--- config.mk ---
export PLATFORM = sky130hd
export DESIGN_NAME = core_placement_allocator_core
export DESIGN_NICKNAME = d
export VERILOG_FILES = /design/src/design/cpa_pkg.sv /design/src/design/cpa_ram.sv /design/src/design/cpa_ctrl.sv /design/src/design/cpa_dp.sv /design/src/design/core_placement_allocator_core.sv
export SDC_FILE = /design/constraint.sdc
export NUM_CORES = 2
export LEC_CHECK = 0
export BUFFER_PORTS_ARGS = -buffer_cell sky130_fd_sc_hd__clkbuf_2
export CORE_ASPECT_RATIO = 1.2
export CORE_MARGIN = 4
export CORE_UTILIZATION = 40
export DETAILED_ROUTE_END_ITERATION = 16
export GPL_ROUTABILITY_DRIVEN = 0
export PLACE_DENSITY_LB_ADDON = 0.3
export SLEW_MARGIN = 10
export SYNTH_ARGS = -nofsm -noshare
export SYNTH_HDL_FRONTEND = slang
export SYNTH_HIERARCHICAL = 1
export SYNTH_SLANG_ARGS = --single-unit
--- constraint.sdc ---
create_clock -name clk -period 12.9 [get_ports clk]
set_input_delay 1.29 -clock clk [delete_from_list [all_inputs] [get_ports clk]]
set_output_delay 1.29 -clock clk [all_outputs]
set_load 0.01 [all_outputs]
--- src/design/cpa_pkg.sv ---
// Shared types, codes and constants for the core placement allocator.
package cpa_pkg;

  localparam int MAX_CPUS_DEF    = 64;
  localparam int MAX_SOCKETS_DEF = 16;

  localparam int FUNC_W     = 2;
  localparam int IDX_W      = 6;
  localparam int SOCK_W     = 4;
  localparam int ROUND_W    = 2;
  localparam int CNT_W      = 16;
  localparam int CPU_CNT_W  = 7;
  localparam int CFG_IDX_W  = 2;
  localparam int CFG_DATA_W = 7;

  localparam logic [CNT_W-1:0] PARK_COUNT = 16'd10000;
  localparam logic [CNT_W-1:0] COUNT_MAX  = 16'hFFFF;

  typedef enum logic [FUNC_W-1:0] {
    FN_LOAD   = 2'd0,
    FN_SKIP   = 2'd1,
    FN_ALLOC  = 2'd2,
    FN_SHARED = 2'd3
  } func_t;

  typedef enum logic [ROUND_W-1:0] {
    RND_PREF  = 2'd0,
    RND_ANY   = 2'd1,
    RND_LEAST = 2'd2,
    RND_NONE  = 2'd3
  } round_t;

  typedef enum logic [CFG_IDX_W-1:0] {
    CFG_PREF_SOCK  = 2'd0,
    CFG_SHARED_CPU = 2'd1,
    CFG_CPU_COUNT  = 2'd2
  } cfg_reg_t;

  // controller to datapath commands
  typedef struct packed {
    logic load;   // latch item, clear scan state
    logic issue;  // read one entry, step address
    logic fin;    // commit write, register result
  } cmd_t;

endpackage

--- src/design/cpa_ram.sv ---
// Generic single-write, single-read RAM with registered read data.
module cpa_ram #(
  parameter int WIDTH = 16,
  parameter int DEPTH = 64,
  localparam int AW   = $clog2(DEPTH)
) (
  input  logic             clk,
  input  logic             we,
  input  logic [AW-1:0]    waddr,
  input  logic [WIDTH-1:0] wdata,
  input  logic [AW-1:0]    raddr,
  output logic [WIDTH-1:0] rdata
);

  logic [WIDTH-1:0] mem [DEPTH];

  always_ff @(posedge clk) begin
    if (we) begin
      mem[waddr] <= wdata;
    end
    rdata <= mem[raddr];
  end

endmodule

--- src/design/cpa_ctrl.sv ---
// Sequencing state machine of the core placement allocator.
module cpa_ctrl (
  input  logic          clk,
  input  logic          rst,
  input  logic          start,
  input  cpa_pkg::func_t func,
  input  logic          at_last,
  output cpa_pkg::cmd_t cmd,
  output logic          busy
);
  import cpa_pkg::*;

  typedef enum logic [3:0] {
    S_IDLE = 4'b0001,
    S_SCAN = 4'b0010,
    S_WAIT = 4'b0100,
    S_FIN  = 4'b1000
  } state_t;

  state_t state, state_next;

  always_ff @(posedge clk) begin
    if (rst) begin
      state <= S_IDLE;
    end else begin
      state <= state_next;
    end
  end

  always_comb begin
    state_next = state;
    cmd        = '0;
    case (state)
      S_IDLE: begin
        if (start) begin
          cmd.load = 1'b1;
          // load and skip need no read
          if (func == FN_LOAD || func == FN_SKIP) begin
            state_next = S_FIN;
          end else begin
            state_next = S_SCAN;
          end
        end
      end
      S_SCAN: begin
        cmd.issue = 1'b1;
        if (at_last) begin
          state_next = S_WAIT;
        end
      end
      S_WAIT: begin
        state_next = S_FIN;   // last read data lands here
      end
      S_FIN: begin
        cmd.fin    = 1'b1;
        state_next = S_IDLE;
      end
      default: begin
        state_next = S_IDLE;
      end
    endcase
  end

  assign busy = (state != S_IDLE);

endmodule

--- src/design/cpa_dp.sv ---
// Datapath: config registers, count and socket memories, scan trackers, result.
module cpa_dp #(
  parameter int MAX_CPUS    = cpa_pkg::MAX_CPUS_DEF,
  parameter int MAX_SOCKETS = cpa_pkg::MAX_SOCKETS_DEF
) (
  input  logic                           clk,
  input  logic                           rst,
  input  cpa_pkg::cmd_t                  cmd,
  output logic                           at_last,
  input  cpa_pkg::func_t                 func,
  input  logic [cpa_pkg::IDX_W-1:0]      cpu_index,
  input  logic [cpa_pkg::SOCK_W-1:0]     socket_id,
  input  logic                           cfg_we,
  input  logic [cpa_pkg::CFG_IDX_W-1:0]  cfg_index,
  input  logic [cpa_pkg::CFG_DATA_W-1:0] cfg_data,
  output logic                           done,
  output logic [cpa_pkg::IDX_W-1:0]      cpu,
  output logic [cpa_pkg::ROUND_W-1:0]    placement_round,
  output logic                           status
);
  import cpa_pkg::*;

  localparam int CW = $clog2(MAX_CPUS);
  localparam int NW = CW + 1;

  // config
  logic [SOCK_W-1:0]    pref_sock;
  logic [IDX_W-1:0]     shared_cpu;
  logic [CPU_CNT_W-1:0] cpu_count;

  // latched item
  func_t             f_q;
  logic [IDX_W-1:0]  idx_q;
  logic [SOCK_W-1:0] sock_q;

  // scan
  logic [CW-1:0]    addr;
  logic             pend;
  logic [CW-1:0]    pend_idx;
  logic             pref_found;
  logic             any_found;
  logic [CW-1:0]    pref_idx;
  logic [CW-1:0]    any_idx;
  logic [CNT_W-1:0] min_cnt;
  logic [CW-1:0]    min_idx;

  logic [NW-1:0]    n_live;
  logic [CW-1:0]    last_idx;
  logic             shr;
  logic [CW-1:0]    raddr;
  logic             idle_en;

  // memories and their valid bits
  logic [MAX_CPUS-1:0] cnt_vld;
  logic [MAX_CPUS-1:0] sock_vld;
  logic                cnt_vld_q;
  logic                sock_vld_q;
  logic [CNT_W-1:0]    cnt_rd;
  logic [SOCK_W-1:0]   sock_rd;
  logic [CNT_W-1:0]    cur_cnt;
  logic [SOCK_W-1:0]   cur_sock;

  logic                cnt_we;
  logic [CW-1:0]       cnt_waddr;
  logic [CNT_W-1:0]    cnt_wdata;
  logic                sock_we;
  logic [CW-1:0]       sock_waddr;

  logic [CNT_W-1:0]    raised;
  logic [IDX_W-1:0]    res_cpu;
  round_t              res_round;
  logic                res_status;
  logic                in_range;

  always_ff @(posedge clk) begin
    if (rst) begin
      pref_sock  <= '0;
      shared_cpu <= '0;
      cpu_count  <= '0;
    end else if (cfg_we) begin
      case (cfg_reg_t'(cfg_index))
        CFG_PREF_SOCK:  pref_sock  <= cfg_data[SOCK_W-1:0];
        CFG_SHARED_CPU: shared_cpu <= cfg_data[IDX_W-1:0];
        CFG_CPU_COUNT:  cpu_count  <= cfg_data;
        default: ;
      endcase
    end
  end

  assign n_live   = (int'(cpu_count) > MAX_CPUS) ? NW'(MAX_CPUS) : NW'(cpu_count);
  // no CPUs present still scans CPU 0 for the least-count fallback
  assign last_idx = (n_live == '0) ? '0 : CW'(n_live - NW'(1));
  assign shr      = (f_q == FN_SHARED);
  assign raddr    = shr ? CW'(shared_cpu) : addr;
  assign at_last  = shr || (addr == last_idx);
  assign idle_en  = (f_q == FN_ALLOC) && (n_live != '0);

  assign cur_cnt  = cnt_vld_q  ? cnt_rd  : '0;
  assign cur_sock = sock_vld_q ? sock_rd : '0;

  always_ff @(posedge clk) begin
    if (cmd.load) begin
      f_q    <= func;
      idx_q  <= cpu_index;
      sock_q <= socket_id;
    end
    if (cmd.issue) begin
      pend_idx <= raddr;
    end
    cnt_vld_q  <= cnt_vld[raddr];
    sock_vld_q <= sock_vld[raddr];
  end

  always_ff @(posedge clk) begin
    if (rst) begin
      addr       <= '0;
      pend       <= 1'b0;
      pref_found <= 1'b0;
      any_found  <= 1'b0;
      min_cnt    <= COUNT_MAX;
      min_idx    <= '0;
    end else begin
      pend <= cmd.issue;
      if (cmd.load) begin
        addr       <= '0;
        pref_found <= 1'b0;
        any_found  <= 1'b0;
        min_cnt    <= COUNT_MAX;
        min_idx    <= '0;
      end else begin
        if (cmd.issue) begin
          addr <= addr + CW'(1);
        end
        if (pend) begin
          if (idle_en && cur_cnt == '0 && cur_sock == pref_sock && !pref_found) begin
            pref_found <= 1'b1;
          end
          if (idle_en && cur_cnt == '0 && !any_found) begin
            any_found <= 1'b1;
          end
          // strict less-than keeps the first CPU holding the minimum
          if (cur_cnt < min_cnt) begin
            min_cnt <= cur_cnt;
            min_idx <= pend_idx;
          end
        end
      end
    end
  end

  always_ff @(posedge clk) begin
    if (pend && idle_en && cur_cnt == '0) begin
      if (cur_sock == pref_sock && !pref_found) begin
        pref_idx <= pend_idx;
      end
      if (!any_found) begin
        any_idx <= pend_idx;
      end
    end
  end

  assign raised = (min_cnt == COUNT_MAX) ? min_cnt : min_cnt + CNT_W'(1);

  always_comb begin
    cnt_we     = 1'b0;
    cnt_waddr  = '0;
    cnt_wdata  = '0;
    sock_we    = 1'b0;
    sock_waddr = CW'(idx_q);
    res_cpu    = idx_q;
    res_round  = RND_NONE;
    res_status = 1'b0;
    in_range   = 1'b0;
    case (f_q)
      FN_LOAD: begin
        in_range   = (int'(idx_q) < MAX_CPUS) && (int'(sock_q) < MAX_SOCKETS);
        sock_we    = cmd.fin && in_range;
        res_status = !in_range;
      end
      FN_SKIP: begin
        in_range   = (int'(idx_q) < int'(n_live));
        cnt_we     = cmd.fin && in_range;
        cnt_waddr  = CW'(idx_q);
        cnt_wdata  = PARK_COUNT;
        res_status = !in_range;
      end
      FN_SHARED: begin
        in_range   = (int'(shared_cpu) < MAX_CPUS);
        cnt_we     = cmd.fin && in_range;
        cnt_waddr  = CW'(shared_cpu);
        cnt_wdata  = raised;
        res_cpu    = shared_cpu;
        res_status = !in_range;
      end
      FN_ALLOC: begin
        cnt_we = cmd.fin;
        if (pref_found) begin
          cnt_waddr = pref_idx;
          cnt_wdata = CNT_W'(1);
          res_round = RND_PREF;
        end else if (any_found) begin
          cnt_waddr = any_idx;
          cnt_wdata = CNT_W'(1);
          res_round = RND_ANY;
        end else begin
          cnt_waddr = min_idx;
          cnt_wdata = raised;
          res_round = RND_LEAST;
        end
        res_cpu = IDX_W'(cnt_waddr);
      end
      default: begin
        res_status = 1'b1;
      end
    endcase
  end

  always_ff @(posedge clk) begin
    if (rst) begin
      cnt_vld  <= '0;
      sock_vld <= '0;
      done     <= 1'b0;
    end else begin
      done <= cmd.fin;
      if (cnt_we) begin
        cnt_vld[cnt_waddr] <= 1'b1;
      end
      if (sock_we) begin
        sock_vld[sock_waddr] <= 1'b1;
      end
    end
  end

  always_ff @(posedge clk) begin
    if (cmd.fin) begin
      cpu             <= res_cpu;
      placement_round <= res_round;
      status          <= res_status;
    end
  end

  cpa_ram #(
    .WIDTH (CNT_W),
    .DEPTH (MAX_CPUS)
  ) u_cnt_ram (
    .clk   (clk),
    .we    (cnt_we),
    .waddr (cnt_waddr),
    .wdata (cnt_wdata),
    .raddr (raddr),
    .rdata (cnt_rd)
  );

  cpa_ram #(
    .WIDTH (SOCK_W),
    .DEPTH (MAX_CPUS)
  ) u_sock_ram (
    .clk   (clk),
    .we    (sock_we),
    .waddr (sock_waddr),
    .wdata (sock_q),
    .raddr (raddr),
    .rdata (sock_rd)
  );

  // no memory write while a scan is reading
  a_no_write_in_scan: assert property (@(posedge clk) disable iff (rst)
    cmd.issue |-> !cnt_we && !sock_we)
    else $error("memory written during scan");

  // an idle CPU on the preferred socket is also an idle CPU
  a_pref_implies_any: assert property (@(posedge clk) disable iff (rst)
    pref_found |-> any_found)
    else $error("preferred idle found without any idle");

  // allocation results, the only ones with a round other than none, are never ignored
  a_alloc_status: assert property (@(posedge clk) disable iff (rst)
    done && placement_round != RND_NONE |-> status == 1'b0)
    else $error("allocation reported as ignored");

endmodule

--- src/design/core_placement_allocator_core.sv ---
// Top level of the core placement allocator: controller plus datapath.
// Load and skip go from accept through the finish state to the done strobe;
// shared and allocate pass a read scan and a wait state first. Allocate scans
// n = min(cpu_count, MAX_CPUS) entries, or 1 when that is 0, one read per cycle.
// The next item can be accepted in the cycle its predecessor's done is high.
// Results cannot be stalled. Synchronous reset clears the configuration
// registers and done and zeroes all counts and sockets at once through
// per-entry valid bits; no clearing pass.
module core_placement_allocator_core #(
  parameter int MAX_CPUS    = cpa_pkg::MAX_CPUS_DEF,
  parameter int MAX_SOCKETS = cpa_pkg::MAX_SOCKETS_DEF
) (
  input  logic                           clk,
  input  logic                           rst,
  // item command
  input  logic                           start,
  output logic                           busy,
  input  logic [cpa_pkg::FUNC_W-1:0]     func,
  input  logic [cpa_pkg::IDX_W-1:0]      cpu_index,
  input  logic [cpa_pkg::SOCK_W-1:0]     socket_id,
  // configuration writes
  input  logic                           cfg_we,
  input  logic [cpa_pkg::CFG_IDX_W-1:0]  cfg_index,
  input  logic [cpa_pkg::CFG_DATA_W-1:0] cfg_data,
  // result, one-cycle strobe
  output logic                           done,
  output logic [cpa_pkg::IDX_W-1:0]      cpu,
  output logic [cpa_pkg::ROUND_W-1:0]    placement_round,
  output logic                           status
);
  import cpa_pkg::*;

  cmd_t  cmd;
  logic  at_last;
  logic  go;
  func_t func_e;

  // an item is taken only when the sequencer is idle
  assign go     = start && !busy;
  assign func_e = func_t'(func);

  cpa_ctrl u_ctrl (
    .clk     (clk),
    .rst     (rst),
    .start   (go),
    .func    (func_e),
    .at_last (at_last),
    .cmd     (cmd),
    .busy    (busy)
  );

  // datapath: scans the count memory once per allocate, tracking the first
  // idle preferred CPU, the first idle CPU and the first least-count CPU
  cpa_dp #(
    .MAX_CPUS    (MAX_CPUS),
    .MAX_SOCKETS (MAX_SOCKETS)
  ) u_dp (
    .clk             (clk),
    .rst             (rst),
    .cmd             (cmd),
    .at_last         (at_last),
    .func            (func_e),
    .cpu_index       (cpu_index),
    .socket_id       (socket_id),
    .cfg_we          (cfg_we),
    .cfg_index       (cfg_index),
    .cfg_data        (cfg_data),
    .done            (done),
    .cpu             (cpu),
    .placement_round (placement_round),
    .status          (status)
  );

endmodule
# Word level (Yosys, flattened, before mapping)
# Memory sizes are Yosys's and may differ from the RTL's. A register that Yosys moved wholly into a read port is not among the register bits.
# Index checks and enable logic that the tools add are counted.
[totals]
reg_bits = 222
latchBits = 0
ram_bits = 1280
rom_bits = 0
inputBits = 25
out_inout_bits = 11
word_cells = 128
mem_count = 2
[mem_list]
columns = ["memory", "words", "word_bits", "read_ports", "rd_ports_with_merged_regs", "write_ports", "line", "text"]
rows = [
  ["u_dp.u_cnt_ram.mem", 64, 16, 1, 1, 1, "cpa_ram.sv:15", "logic [WIDTH-1:0] mem [DEPTH];"],
  ["u_dp.u_sock_ram.mem", 64, 4, 1, 1, 1, "cpa_ram.sv:15", ""],
]
[classes]
n_addsub = 3
mul = 0
div_mod_pow = 0
magnitude_cmp = 8
n_eq_ne = 16
shifts = 0
mux = 37
bitwise_logic = 3
n_reduce_logical = 35
[op_table]
columns = ["operator", "count"]
rows = [
  ["$or A64 B64 Y64", 2],
  ["$mux W16", 4],
  ["$pmux W16 S3", 1],
  ["$mux W6", 4],
  ["$lt A6 B7 Y1 const B", 3],
  ["$pmux W6 S3", 1],
  ["$reduce_and A2 Y1", 9],
  ["$add A16 B1 Y16 const B", 1],
  ["$eq A16 B16 Y1 const B", 1],
  ["$logic_not A16 Y1", 1],
  ["$lt A16 B16 Y1", 1],
  ["$mux W4", 4],
  ["$mux W1", 13],
  ["$bmux W1 S6", 2],
  ["$demux W1 S6", 2],
  ["$ge A6 B1 Y1 const B", 2],
  ["$logic_and A1 B1 Y1", 12],
  ["$pmux W4 S3", 1],
  ["$pmux W6 S2", 1],
  ["$gt A7 B7 Y1 const B", 1],
  ["$logic_not A7 Y1", 1],
  ["$lt A6 B7 Y1", 1],
  ["$mux W7", 1],
  ["$reduce_bool A7 Y1", 1],
  ["19 further kinds", 32],
]

# Depth between registers and ports, before layout
[depth]
ltp_word = 8
depth_mapped = 14
depth_no_buf = 11

# Hierarchy
# The synthesis kept the hierarchy.
[by_module_without_submodules]
columns = ["module", "instances", "cells_per_inst", "area_per_inst_um2"]
rows = [
  ["cpa_ram at u_dp.u_cnt_ram", 1, 1829, 40042.2],
  ["cpa_ram at u_dp.u_sock_ram", 1, 521, 10407.5],
  ["cpa_dp", 1, 1151, 10171.0],
  ["cpa_ctrl", 1, 23, 203.9],
  ["core_placement_allocator_core", 1, 1, 13.8],
]

# Least setup slack after synthesis
# OpenSTA, ideal clock, no wires.
[synth_path]
path_kind = "flip-flop to flip-flop"
startpoint = "register u_dp.f_q[1]"
endpoint = "memory u_dp.u_cnt_ram.mem[0][14] (data pin)"
arrival_time_ps = 4022
required_time_ps = 12179
slack_ps = 8157
path_stages_with_launch = 7
n_path_buf = 4
synth_period_minus_slack_ps = 4743
cell_sequence = "edfxtp_1 buf_4 buf_2 buf_2 o21ai_0 clkbuf_1 a211oi_1"
[synth_via]
elab_chain_len = 2
[synth_rtl]
columns = ["item", "line", "text"]
rows = [
  ["from (decl)", "cpa_dp.sv:32", "func_t f_q;"],
  ["from (signal assigned)", "cpa_dp.sv:103", "f_q <= func;"],
  ["$eq A2 B2 Y1 / $eq A2 B1 Y1 (equally long branches)", "-", ""],
  ["$pmux W16 S3 (*)", "cpa_dp.sv:174", "case (f_q)"],
  ["via u_dp.cnt_wdata[14]", "cpa_dp.sv:65", "logic [CNT_W-1:0] cnt_wdata;"],
  ["to (decl)", "cpa_ram.sv:15", ""],
]
# Mark *: on every way through the listed nets, which the timed path passes. The rest lies on a longest branch.

# Final worst setup path
[layout_path]
startpoint = "register u_dp.f_q[0]"
endpoint = "register u_dp.u_cnt_ram.rdata[15], read port of u_dp.u_cnt_ram.mem"
[layout_via]
elab_chain_len = 2
[layout_rtl]
columns = ["item", "line", "text"]
rows = [
  ["$eq A2 B2 Y1", "cpa_dp.sv:93", "assign shr = (f_q == FN_SHARED);"],
  ["$mux W6", "cpa_dp.sv:94", "assign raddr = shr ? CW'(shared_cpu) : addr;"],
  ["to (decl)", "cpa_ram.sv:12", "output logic [WIDTH-1:0] rdata"],
]
# Every way passes these cells.
# A chain may end at the register's enable or synchronous reset.

==> metrics <==
status=finished clean; xor and xnor area share after synthesis=0.00317; hold slack final=about 0.47 ns; number of core rows=156; Ports=36; final hold violation count=0; number of global-route vias before repair=32,200; DRC violations left=0; cell family with most CP delay=buffers and inverters; Gate Count Post-Synth=3,525; Synth area leaders=edfxtp_1, mux4_2, dfxtp_1, mux2i_1, nor2_1; number of max-cap violations=0; DIE AREA=between 150,000 and 200,000 µm²; Main synth FF type=edfxtp_1; post-route design area=68,300 µm²; Peak VDD IR=0.138 mV; Sink Count=between 1,500 and 2,000; Final Max Slew Viols=0; Reg2Reg Depth=10; Final Util=0.452; Synth async-reset ratio=0; Worst Path Arrival=6.26 ns; setup slack at placement=7.13 ns; adder-cell share of the synthesized area=0.00473; Avg Vias per Cell=approximately 5.6; Ys Warns=6; most frequent CP cell=buf_4; Crit Path Class=reg -> reg; reg2reg setup slack=7.23 ns; Core Area=151,000 µm²; Post-CTS Resized=0; Syn Area/Cell=17.3 µm²; fin crit period=5.67 ns; syn nets=3,573; largest net degree at the start of global routing=approximately 120; unrepaired setup endpoints after global routing=no; Peak Freq=176 MHz; Root Buffer=clkbuf_16; H-tree depth=4; Buf/Inv on CP=3; DRT iter0 DRCs=3,109; startpoint types=flip-flop; crit-path max FO=66; Post-Synth Simple-Gate Area=0.0557; critical path launch point=u_dp/f_q[0]; Worst path depth=10; Worst Hold Class=reg -> reg; DRT Wirelength=147 mm; Max clock buf depth=3; dpl cell area=between 60,000 and 70,000 µm²; fin nets=3,684; Worst Skew=between 0.06 and 0.07 ns; Seq/Total Area, Yosys=0.718; GR Overflow Total=0; via count=32,400; PortBufs=35; pwr/cell area=151 nW/µm²; CTS buffer count=between 100 and 150; min-delay src=u_dp/sock_vld[20]; Syn Std Cell Area=60,800 µm²; DR pass1 iterations=5; wire length per cell=25.6 µm; initial antenna violation count=0; Static Leak=21.1 nW; CP max-delay cell=buf_4; total global-route track usage=0.183; die height=435 µm; Rel. slew slack=0.175; Worst Path Required=13.49 ns; Clk Latency, worst-skew pair=0.78 ns; Synth Register Bits=1,522; Hold Path Stages=2; post-CTS setup buffers=0; Area growth syn-to-layout=12.2%; CTS tree=built; Synth Area in Compound Gates=0.0489; largest family of logic cells by synthesized area=multiplexers; critical path cell sequence=and2_4 > mux2i_4 > inv_8 > buf_4 > buf_4 > mux4_2 > mux2i_1 > a22oi_1 > a31oi_1 > a311oi_1; worst slew pin tran=1.23 ns; die width=364 µm; Starting Density=0.403; crit-path max cell delay=0.88 ns; Post-DRT Antenna Nets=0; post-synth top area share=0.651; final critical-path setup slack=7.23 ns; critical path endpoint category=flip-flop; Post-synth EDFFs=1,319; post-detail-place hpwl=88.0 mm; Clk pin slew, worst setup/hold paths=0.06 ns; global-route wire length before repair=~220 mm; share of post-route cells with drive strength above 1=0.193; Synth area leader=edfxtp_1; hold buffers post-CTS=0; Setup-failing EPs final=0; Setup TNS Final=0 ns; period utilization=0.439; post-synthesis mux area share=0.143; Reg-to-Reg Start=u_dp/f_q[0]; distinct cell type count after synthesis=between 80 and 90
through the flow:
| step | power [W] | instances |
|---|---|---|
| after floorplan | 0.00589 | 3525 |
| after global placement | 0.00610 | 5460 |
| after detailed placement | 0.00611 | 5460 |
| after CTS | 0.0104 | 5733 |
| after global routing | 0.0106 | 5733 |
| final | 0.0103 | 5734 |
flip-flops by register name, indices dropped and copies added (netlist names), 7 cells and up:
register,count
u_dp/cnt_vld,64
u_dp/cpu_count,7
u_dp/min_cnt,16
u_dp/sock_vld,64
u_dp/u_cnt_ram/mem,1024
u_dp/u_cnt_ram/rdata,16
u_dp/u_sock_ram/mem,256
report_power, final:
group	leakage, nW	switching, W	internal (W)	total, W
clock network	2.35	0.00185	0.00242	0.00427
logic	5.28	0.000383	0.000115	0.000498
registers	13.5	0.0000180	0.00548	0.00550
routing by layer:
layer	GRT usage	vias up	share of wire
met5	0	-	0
met4	0.0616	0	0.030
met3	0.0302	258	0.062
met2	0.306	1094	0.50
met1	0.245	16800	0.41
li1	-	14200	-
cell usage in the layout (no fill, tap or decap), types with 40 or more instances in the layout:
master / synthesis / final
a21oi_1: 115 / 113
a22oi_1: 49 / 49
buf_4: 21 / 119
clkbuf_1: 85 / 42
clkbuf_16: 0 / 152
dfxtp_1: 203 / 203
edfxtp_1: 1319 / 1319
inv_1: 96 / 95
mux2i_1: 171 / 171
mux4_2: 266 / 266
nand2_1: 159 / 156
nand3_1: 54 / 54
nor2_1: 274 / 266
nor2b_1: 44 / 40
o21ai_0: 52 / 45
o22ai_1: 82 / 82
logic make-up (layout without fill, tap and decap cells):
| kind of cell | Yosys count | in the layout |
|---|---|---|
| AND/OR/NAND/NOR | 714 | 714 |
| other | 0 | 1 |
| buffers and inverters | 296 | 529 |
| flip-flops | 1522 | 1522 |
| adder cells (fa/ha/maj) | 23 | 23 |
| AO/OA/AOI/OAI | 453 | 453 |
| XOR/XNOR | 22 | 22 |
| multiplexers | 495 | 495 |
worst paths after layout:
| kind | to |
|---|---|
| worst max-delay path | u_dp/u_cnt_ram/rdata[15] |
| worst min-delay path | u_dp/sock_vld[20] |
| worst max register to register | u_dp/u_cnt_ram/rdata[15] |
| worst min register to register | u_dp/sock_vld[20] |
worst register-to-register path, cell delays in order, from the launching register on:
cell	delay, ns
edfxtp_1	0.85
and2_4	0.41
mux2i_4	0.25
inv_8	0.55
buf_4	0.78
buf_4	0.93
mux4_2	0.61
mux2i_1	0.31
a22oi_1	0.22
a31oi_1	0.46
a311oi_1	0.12
cell usage after synthesis (all sizes together) (21+ instances only):
library cell  number
a21oi            116
a22oi             49
a31oi             32
and2              24
buf              106
clkbuf            90
dfxtp            203
edfxtp          1319
ha                23
inv               97
mux2              33
mux2i            173
mux4             289
nand2            160
nand2b            21
nand3             54
nand4             23
nor2             276
nor2b             45
nor3              37
o21ai             56
o22ai             82
final cells by class:
type	instances	area, µm²
Fill cell	12800	82600
Sequential cell	1522	43700
Multi-Input combinational cell	1707	15800
Clock buffer	202	4070
Tap cell	1975	2470
Timing Repair Buffer	156	1120
Clock inverter	71	739
Inverter	100	390
Antenna cell	1	2.50
Note: power is estimated with default switching activity, not from simulation.
